`src/rtl/core/bswc_pkg.sv`:
```
`timescale 1ns / 1ps
// Shared types and constants for the bounded stack with match count.
// No dependencies; imported by the interfaces and every module.
package bswc_pkg;

  localparam int DEPTH_DEF      = 256;
  localparam int DATA_WIDTH_DEF = 32;

  localparam int FUNC_W   = 3;
  localparam int VALUE_W  = 32;
  localparam int STATUS_W = 2;
  localparam int CAP_W    = 9;
  localparam int MCOUNT_W = 9;

  localparam logic [CAP_W-1:0] CAP_RESET = 9'd256;

  // operation codes
  localparam logic [FUNC_W-1:0] OP_PUSH  = 3'd0;
  localparam logic [FUNC_W-1:0] OP_POP   = 3'd1;
  localparam logic [FUNC_W-1:0] OP_PEEK  = 3'd2;
  localparam logic [FUNC_W-1:0] OP_COUNT = 3'd3;
  localparam logic [FUNC_W-1:0] OP_CLEAR = 3'd4;

  // result status codes
  localparam logic [STATUS_W-1:0] ST_DONE  = 2'd0;
  localparam logic [STATUS_W-1:0] ST_FULL  = 2'd1;
  localparam logic [STATUS_W-1:0] ST_EMPTY = 2'd2;

  // controller -> datapath
  typedef struct packed {
    logic start;     // input beat taken: latch item, launch first read
    logic cnt_step;  // compare one held entry, read the next
    logic finish;    // apply the operation and load the result register
  } ctrl_cmd_t;

  // datapath -> controller
  typedef struct packed {
    logic count_go;  // incoming item is a count on a non-empty stack
    logic cnt_last;  // walk index sits on the top entry
    logic out_free;  // result register can take a new beat
  } dp_stat_t;

endpackage

```
`src/rtl/core/bswc_ctrl.sv`:
```
`timescale 1ns / 1ps
// Sequencing state machine for the stack: take a beat, walk for count,
// finish into the result register. Depends on bswc_pkg.
module bswc_ctrl import bswc_pkg::*; (
  input  logic      clk,
  input  logic      rst,
  input  logic      in_valid,
  output logic      in_ready,
  input  dp_stat_t  stat,
  output ctrl_cmd_t cmd
);

  typedef enum logic [2:0] {
    S_IDLE = 3'b001,
    S_CNT  = 3'b010,
    S_FIN  = 3'b100
  } state_t;

  state_t state, state_next;

  always_ff @(posedge clk) begin
    if (rst) begin
      state <= S_IDLE;
    end else begin
      state <= state_next;
    end
  end

  always_comb begin
    state_next = state;
    cmd        = '0;
    in_ready   = 1'b0;
    case (state)
      S_IDLE: begin
        in_ready = 1'b1;
        if (in_valid) begin
          cmd.start  = 1'b1;
          state_next = stat.count_go ? S_CNT : S_FIN;
        end
      end
      S_CNT: begin
        cmd.cnt_step = 1'b1;
        if (stat.cnt_last) begin
          state_next = S_FIN;
        end
      end
      S_FIN: begin
        if (stat.out_free) begin
          cmd.finish = 1'b1;
          state_next = S_IDLE;
        end
      end
      default: begin
        state_next = S_IDLE;
      end
    endcase
  end

endmodule

```
`config.mk`:
```
export PLATFORM = sky130hd
export DESIGN_NAME = bswc_ctrl
export DESIGN_NICKNAME = d
export VERILOG_FILES = /design/src/rtl/core/bswc_pkg.sv /design/src/rtl/core/bswc_ctrl.sv
export SDC_FILE = /design/constraint.sdc
export NUM_CORES = 1
export LEC_CHECK = 0
export ABC_AREA = 1
export BUFFER_PORTS_ARGS = -buffer_cell sky130_fd_sc_hd__buf_2
export CORE_AREA = 2 2 39 41
export CTS_BUF_LIST = sky130_fd_sc_hd__clkbuf_2
export CTS_CLUSTER_SIZE = 12
export DETAILED_ROUTE_END_ITERATION = 8
export DIE_AREA = 0 0 41 43
export SYNTH_ARGS = -nofsm -noshare
export SYNTH_HDL_FRONTEND = slang
export SYNTH_SLANG_ARGS = --single-unit
```
`constraint.sdc`:
```
create_clock -name clk -period 1.05 [get_ports clk]
set_input_delay 0.105 -clock clk [delete_from_list [all_inputs] [get_ports clk]]
set_output_delay 0.105 -clock clk [all_outputs]
set_load 0.03 [all_outputs]
```
==> results.json, run 1 <==
{
  "status": "finished, violations left",
  "violations": "setup timing",
  "cts_tree": "yes",
  "cp_max_fo": 4,
  "final_cell_mix": "buf_2 (5), buf_4 (5), inv_2 (4), nor2_1 (4), clkbuf_2 (4)",
  "synth.distinct_cells": 13,
  "drive_gt1_frac": 0.7083,
  "row_count": 14,
  "p_leak_nw": 0.1972,
  "ctsHoldBuffers": 0,
  "slew_headroom": 0.8545,
  "dp_hpwl_um": 407.6,
  "cp.required_ns": 0.94,
  "finClkSkew_ns": 0.004493,
  "grt_max_degree": 6,
  "synth_top_family_by_area": "simple AND/OR/NAND/NOR gates",
  "ys_seq_area_frac": 0.2759,
  "wire_per_inst_um": 10.36,
  "critPathLaunchType": "flop",
  "grt_pass1_wl_um": 959,
  "netlist_top_cells_area": "dfxtp_1 (28%), nand3_2 (18%), nor2_2 (11%)",
  "synth_fa_ha_area_frac": 0,
  "grt_overflow": 0,
  "drc": 0,
  "via_count": 268,
  "max_cap_viol_count": 0,
  "synth.area.mux_share": 0,
  "wl_um": 663,
  "core_area_um2": 1384,
  "rsz0062_at_grt": "true",
  "drt_iter0_drc": 6,
  "synth-compound-area-share": 0.09770,
  "fin_tns_setup_ns": -0.1017,
  "synthXorXnorAreaFrac": 0,
  "pin_count": 10,
  "gp_congestion": 0.8114,
  "cp_data_arrival_time_ns": 0.99,
  "clock_sinks": 3,
  "vias_per_cell": 4.188,
  "setup_ws_ns": -0.04522,
  "insertion_delay_ns": 0.20,
  "top_register": "state",
  "ys_ff_latch": 3,
  "largest_reg_flops": 3,
  "synth_top_cell_area_share": 0.2759,
  "fin_crit_sh": 1.043,
  "reg2regPathDepth": 6,
  "fmax_mhz": 913.1,
  "synth_fp_nets": 38,
  "dpl_cell_area_um2": 297.8,
  "syn_inst": 32,
  "path_class": "flop to primary output",
  "min_from": "rst",
  "grt_usage": 0.09027,
  "die_w_um": 41,
  "holdPathEnd": "state[1]",
  "grt_antenna_before_repair": 0,
  "grt_pass1_vias": 231,
  "regToRegSetupSlack_ns": 0.03,
  "port_buffers": 9,
  "fin_nets": 55,
  "worst_pin_slew_ns": 0.2168,
  "finalSetupViolCount": 3,
  "cp-end-kind": "primary output",
  "ant_nets": 0,
  "multi_input_area_um2": 176.4,
  "synthesis.area_um2": 217.7,
  "hold_path.class": "input pin to flop",
  "final.min_clock_period_ns": 1.095,
  "area_growth_pct": 87.93,
  "clockBufferDepth": 2,
  "cts_root_buffer": "clkbuf_2",
  "top_regs": "state x3",
  "dr.pass1.iters": 4,
  "yosys.area_share.simple": 0.4713,
  "rr_endpoint": "state[0]",
  "design_area_um2": 409.1,
  "ys_warn_count": 0,
  "p_per_area_nw_per_um2": 2160,
  "antennaDiodeCount": 0,
  "clk_pin_slew_ns": 0.04,
  "die-area_um2": 1763,
  "cts_buffers": 3,
  "min_delay_path_depth": 2,
  "die_y_um": 43,
  "slew_viol_final": 0,
  "fillCellCount": 152,
  "reg2reg_from": "state[0]",
  "irDropWorstVdd_mv": 0.6918,
  "total_power_mw": 0.8836,
  "avgSynthCellArea_um2": 6.803,
  "seq_area_um2": 68.82,
  "initial_utilization": 0.1573,
  "synth_top_area_cell": "dfxtp_1",
  "cts_htree_levels": 1,
  "timing_hold_violations_final": 0
}
how the worst max path moves through the flow:
stage          endpoint     start  cells after the start  slack (ns)
6_report         cmd[0]  state[0]                      2       -0.05
3_3_place_gp   state[2]  state[0]                      7        0.02
3_5_place_dp   state[2]  state[0]                      7      -0.003
2_1_floorplan    cmd[2]  state[0]                      2       -0.03
5_1_grt          cmd[0]  state[0]                      2       -0.12
4_1_cts          cmd[0]  state[0]                      2       -0.06
cells by family (layout without fill, tap and decap cells):
family	Yosys count	in the layout
flops	3	3
simple gates	16	16
buf+inv	9	25
compound gates	4	4
per-stage QoR:
step	setup WS, ns	instances	utilization	hold slack [ns]
global route	-0.1161	64	0.2957	0.06643
floorplan	-0.03186	32	-	0.1774
CTS	-0.06040	62	0.2586	0.07513
detailed placement	-0.002508	57	0.2152	0.3003
finish	-0.04522	64	0.2957	0.09072
global placement	0.02246	57	0.2152	0.3036
power breakdown:
group / switching [mW] / internal, mW / total, mW
combinational: 0.295 / 0.223 / 0.518
sequential: 0.0528 / 0.155 / 0.207
clock: 0.0575 / 0.101 / 0.158
total: 0.405 / 0.478 / 0.884
area by class of cell:
cell class | instances | area share
Multi-Input combinational cell | 20 | 0.4312
Timing Repair Buffer | 12 | 0.2080
Sequential cell | 3 | 0.1682
Inverter | 9 | 0.09480
Clock buffer | 4 | 0.04893
Tap cell | 16 | 0.04893
synthesized netlist by cell type:
cell / instances
inv_2: 5
inv_1: 4
nand3_2: 4
nor2_1: 4
nor2_2: 4
dfxtp_1: 3
o21ai_1: 2
a21oi_1: 1
a31oi_1: 1
nand2_1: 1
nand3_1: 1
nand3b_1: 1
nor4_1: 1
routing by layer:
metal  part of all wire  vias up  track usage
met5                  0        -            0
li1                   -      134            -
met3              0.038        2      0.05236
met1               0.35      125      0.09295
met4              0.038        0       0.1000
met2               0.57        7       0.1125
worst max-delay path: stages (launching register included):
cell,delay [ns]
dfxtp_4,0.36
nor4_4,0.23
buf_4,0.19
repair_timing:
action | in CTS | in global routing
setup buffers | 1 | 2
pin swaps | 1 | 3
endpoints found under the setup margin | 6 | 7
resized for setup | 13 | 7
No activity file was read; power rests on OpenSTA's default activity.
==> inputs of run 2 (changes only) <==
--- a/config.mk
+++ b/config.mk
@@ -12,6 +12,7 @@
 export CTS_CLUSTER_SIZE = 12
 export DETAILED_ROUTE_END_ITERATION = 8
 export DIE_AREA = 0 0 41 43
+export SETUP_SLACK_MARGIN = 0.5
 export SYNTH_ARGS = -nofsm -noshare
 export SYNTH_HDL_FRONTEND = slang
 export SYNTH_SLANG_ARGS = --single-unit
==> results.json, run 2 (synthesis gave the netlist of run 1 again) <==
{
  "ant_nets": 0,
  "fillCellCount": 153,
  "top_register": "state",
  "fmax_mhz": 906.1,
  "highest_layer": "met3",
  "worst_pin_slew_ns": 0.2014,
  "dr.pass1.iters": 4,
  "die_w_um": 41,
  "grt_antenna_before_repair": 0,
  "dp_slack_ns": 0.05584,
  "p_leak_nw": 0.1982,
  "grt_usage": 0.07715,
  "antennaDiodeCount": 0,
  "dp_hpwl_um": 420.2,
  "final.min_clock_period_ns": 1.104,
  "via_count": 253,
  "top_regs": "state x3",
  "initial_utilization": 0.1573,
  "largest_reg_flops": 3,
  "hold_path.class": "input pin to flop",
  "clockBufferDepth": 2,
  "reg2regPathDepth": 6,
  "fin_nets": 55,
  "timing_hold_violations_final": 0,
  "cp_max_fo": 4,
  "fin_crit_sh": 1.051,
  "row_count": 14,
  "slowest_stage": "dfxtp_2",
  "cts_buffers": 3,
  "final_cell_mix": "buf_2 (5), clkbuf_2 (4), buf_6 (4)",
  "vias_per_cell": 3.953,
  "die_y_um": 43,
  "finClkSkew_ns": 0.005562,
  "clk_pin_slew_ns": 0.04,
  "cpPeakStageDelay_ns": 0.35,
  "insertion_delay_ns": 0.21,
  "grt_max_degree": 6,
  "grt_overflow": 0,
  "path_class": "flop to primary output",
  "drc": 0,
  "area_growth_pct": 97.70,
  "critPathLaunchType": "flop",
  "status": "finished, violations left",
  "grt_pass1_wl_um": 869,
  "fin_tns_setup_ns": -0.1561,
  "cp_data_arrival_time_ns": 1.00,
  "cts_tree": "yes",
  "wl_um": 570,
  "crit_buf_inv": 2,
  "wl_met2_um": 317,
  "cts_htree_levels": 1,
  "timing.hold.ws_ns": 0.08183,
  "gp_congestion": 0.7417,
  "wire_per_inst_um": 8.906,
  "cp-end-kind": "primary output",
  "pin_count": 10,
  "dr_wl_met3_um": 28,
  "cp.depth": 4,
  "irDropWorstVdd_mv": 0.8263,
  "violations": "setup timing",
  "slew_viol_final": 0,
  "met1_length_um": 223,
  "layout_commonest_cell": "buf_2",
  "slew_headroom": 0.8647,
  "max_cap_viol_count": 0,
  "core_area_um2": 1384,
  "finalSetupViolCount": 3,
  "ctsHoldBuffers": 0,
  "drive_gt1_frac": 0.7500,
  "cp.required_ns": 0.94,
  "p_per_area_nw_per_um2": 2095,
  "port_buffers": 9,
  "min_delay_path_depth": 2,
  "setup_ws_ns": -0.05369,
  "crit_family": "flip-flops",
  "grt_pass1_vias": 232,
  "clock_sinks": 3,
  "path_cells": "inv_2, nand3_4, nor2_4, buf_6",
  "drt_iter0_drc": 1,
  "rsz0062_at_grt": "true",
  "die-area_um2": 1763,
  "cts_root_buffer": "clkbuf_2"
}
[run 2: cell type report]
class / count / area [µm²] / share of cell area
tap: 16 / 20.02 / 0.04651
timing repair buffer: 12 / 92.59 / 0.2151
multi-input combinational: 20 / 182.7 / 0.4244
inverter: 9 / 46.29 / 0.1076
clock buffer: 4 / 20.02 / 0.04651
sequential: 3 / 68.82 / 0.1599
[run 2: worst paths after layout]
kind / startpoint / to / slack [ns]
worst max-delay path: state[1] / cmd[2] / -0.05
worst min-delay path: rst / state[1] / 0.08
worst max register to register: state[1] / state[2] / 0.03
worst min register to register: state[1] / state[0] / 0.70
[run 2: stage by stage]
stage	total power [mW]	utilization	cells	area, µm²
4_1_cts	0.8262	0.2776	61	384.1
6_report	0.9017	0.3110	64	430.4
5_1_grt	0.9660	0.3110	64	430.4
3_3_place_gp	0.6046	0.2450	57	339.1
3_5_place_dp	0.6083	0.2450	57	339.1
2_1_floorplan	0.5317	-	32	274.0
[run 2: power breakdown]
part | leakage (nW) | switching [mW] | total [mW] | internal (mW)
sequential | 0.0260 | 0.0586 | 0.215 | 0.156
clock | 0.0166 | 0.0637 | 0.164 | 0.101
combinational | 0.156 | 0.296 | 0.522 | 0.226
[run 2: layer usage]
metal  vias up  global-route usage
met5         -                   0
met4         0             0.08000
met3         0             0.03141
met2         7              0.1000
met1       111             0.08626
li1        135                   -
[run 2: what timing repair did]
action	in CTS	in global routing
setup endpoints to repair	7	7
setup buffers	0	3
gates resized for setup	10	5
pin swaps	2	4
endpoints found under the hold margin	0	0
==> inputs of run 3 (changes only) <==
--- a/config.mk
+++ b/config.mk
@@ -12,6 +12,7 @@
 export CTS_CLUSTER_SIZE = 12
 export DETAILED_ROUTE_END_ITERATION = 8
 export DIE_AREA = 0 0 41 43
+export RECOVER_POWER = 50
 export SETUP_SLACK_MARGIN = 0.5
 export SYNTH_ARGS = -nofsm -noshare
 export SYNTH_HDL_FRONTEND = slang
==> results.json, run 3 (synthesis gave the netlist of run 1 again) <==
{
  "status": "finished, violations left",
  "violations": "setup timing",
  "final_cell_mix": "buf_2 (5), clkbuf_2 (4), buf_6 (4)",
  "top_register": "state",
  "via_count": 254,
  "cts_buffers": 3,
  "die-area_um2": 1763,
  "die_y_um": 43,
  "cp.required_ns": 0.94,
  "critPathLaunchType": "flop",
  "slew_headroom": 0.8647,
  "vias_per_cell": 3.969,
  "finalSetupViolCount": 3,
  "finClkSkew_ns": 0.005694,
  "drive_gt1_frac": 0.7500,
  "p_per_area_nw_per_um2": 2100,
  "cts_tree": "yes",
  "fin_crit_sh": 1.049,
  "fillCellCount": 153,
  "clk_pin_slew_ns": 0.04,
  "insertion_delay_ns": 0.21,
  "die_w_um": 41,
  "grt_usage": 0.07715,
  "wl_um": 566,
  "p_leak_nw": 0.1974,
  "timing.hold.ws_ns": 0.08275,
  "area_growth_pct": 94.25,
  "drc": 0,
  "drt_iter0_drc": 1,
  "antennaDiodeCount": 0,
  "fin_nets": 55,
  "grt_antenna_before_repair": 0,
  "clock_sinks": 3,
  "grt_pass1_vias": 232,
  "rsz0062_at_grt": "true",
  "grt_pass1_wl_um": 869,
  "slew_viol_final": 0,
  "wire_per_inst_um": 8.844,
  "initial_utilization": 0.1573,
  "gp_congestion": 0.7417,
  "cp_max_fo": 4,
  "dp_slack_ns": 0.05584,
  "dp_hpwl_um": 420.2,
  "timing_hold_violations_final": 0,
  "cts_htree_levels": 1,
  "fin_tns_setup_ns": -0.1266,
  "grt_overflow": 0,
  "grt_max_degree": 6,
  "ctsHoldBuffers": 0,
  "cts_root_buffer": "clkbuf_2",
  "irDropWorstVdd_mv": 0.8230,
  "top_regs": "state x3",
  "setup_ws_ns": -0.05181,
  "port_buffers": 9,
  "pin_count": 10,
  "dr.pass1.iters": 2,
  "row_count": 14,
  "ant_nets": 0,
  "worst_pin_slew_ns": 0.2014,
  "path_class": "flop to primary output",
  "hold_path.class": "input pin to flop",
  "cp_data_arrival_time_ns": 1.00,
  "final.min_clock_period_ns": 1.102,
  "max_cap_viol_count": 0,
  "fmax_mhz": 907.6,
  "cp-end-kind": "primary output",
  "largest_reg_flops": 3,
  "core_area_um2": 1384,
  "clockBufferDepth": 2,
  "layout_commonest_cell": "buf_2"
}
==> run 3: changes by cell type in the layout (fill, tap and decap cells not counted) <==
cell | before | now
nand3_2 | 1 | 2
nand3_4 | 3 | 2
==> run 3: worst paths after layout <==
path	from	to	slack (ns)	cells after the start
worst max-delay path	state[1]	cmd[0]	-0.05	2
worst min-delay path	rst	state[1]	0.08	2
worst max register to register	state[1]	state[2]	0.03	6
worst min register to register	state[1]	state[0]	0.69	3
==> run 3: what timing repair did <==
item	in CTS	in global routing
pin swaps	2	4
gates cloned	0	0
setup endpoints to repair	7	7
buffers inserted	0	3
hold endpoints to repair	0	0
gates resized for setup	10	5
==> run 3: power breakdown <==
group | total [mW] | switching [mW] | internal [mW]
sequential | 0.215 | 0.0582 | 0.156
clock | 0.164 | 0.0632 | 0.101
combinational | 0.510 | 0.289 | 0.221
==> run 3: final cells by class <==
class | instances | area, µm² | area share
Multi-Input combinational cell | 20 | 175.2 | 0.4142
Tap cell | 16 | 20.02 | 0.04734
Timing Repair Buffer | 12 | 92.59 | 0.2189
Inverter | 9 | 46.29 | 0.1095
Sequential cell | 3 | 68.82 | 0.1627
Clock buffer | 4 | 20.02 | 0.04734
==> run 3: critical path, cell delays in order, from the launching register on <==
cell and delay (ns):
dfxtp_2 0.35, nor4_4 0.28, buf_6 0.16
==> run 3: metrics by stage <==
stage / total power, mW / cell area, µm² / utilization / instances
finish: 0.8882 / 422.9 / 0.3056 / 64
global route: 0.9516 / 422.9 / 0.3056 / 64
CTS: 0.8262 / 384.1 / 0.2776 / 61
detailed placement: 0.6083 / 339.1 / 0.2450 / 57
global placement: 0.6046 / 339.1 / 0.2450 / 57
floorplan: 0.5317 / 274.0 / - / 32
==> run 3: metal layers <==
layer / vias up / global-route usage / wire [µm]
met3: 0 / 0.03141 / 30
met4: 0 / 0.08000 / 0
met5: - / 0 / 0
li1: 135 / - / -
met1: 114 / 0.08626 / 216
met2: 5 / 0.1000 / 320
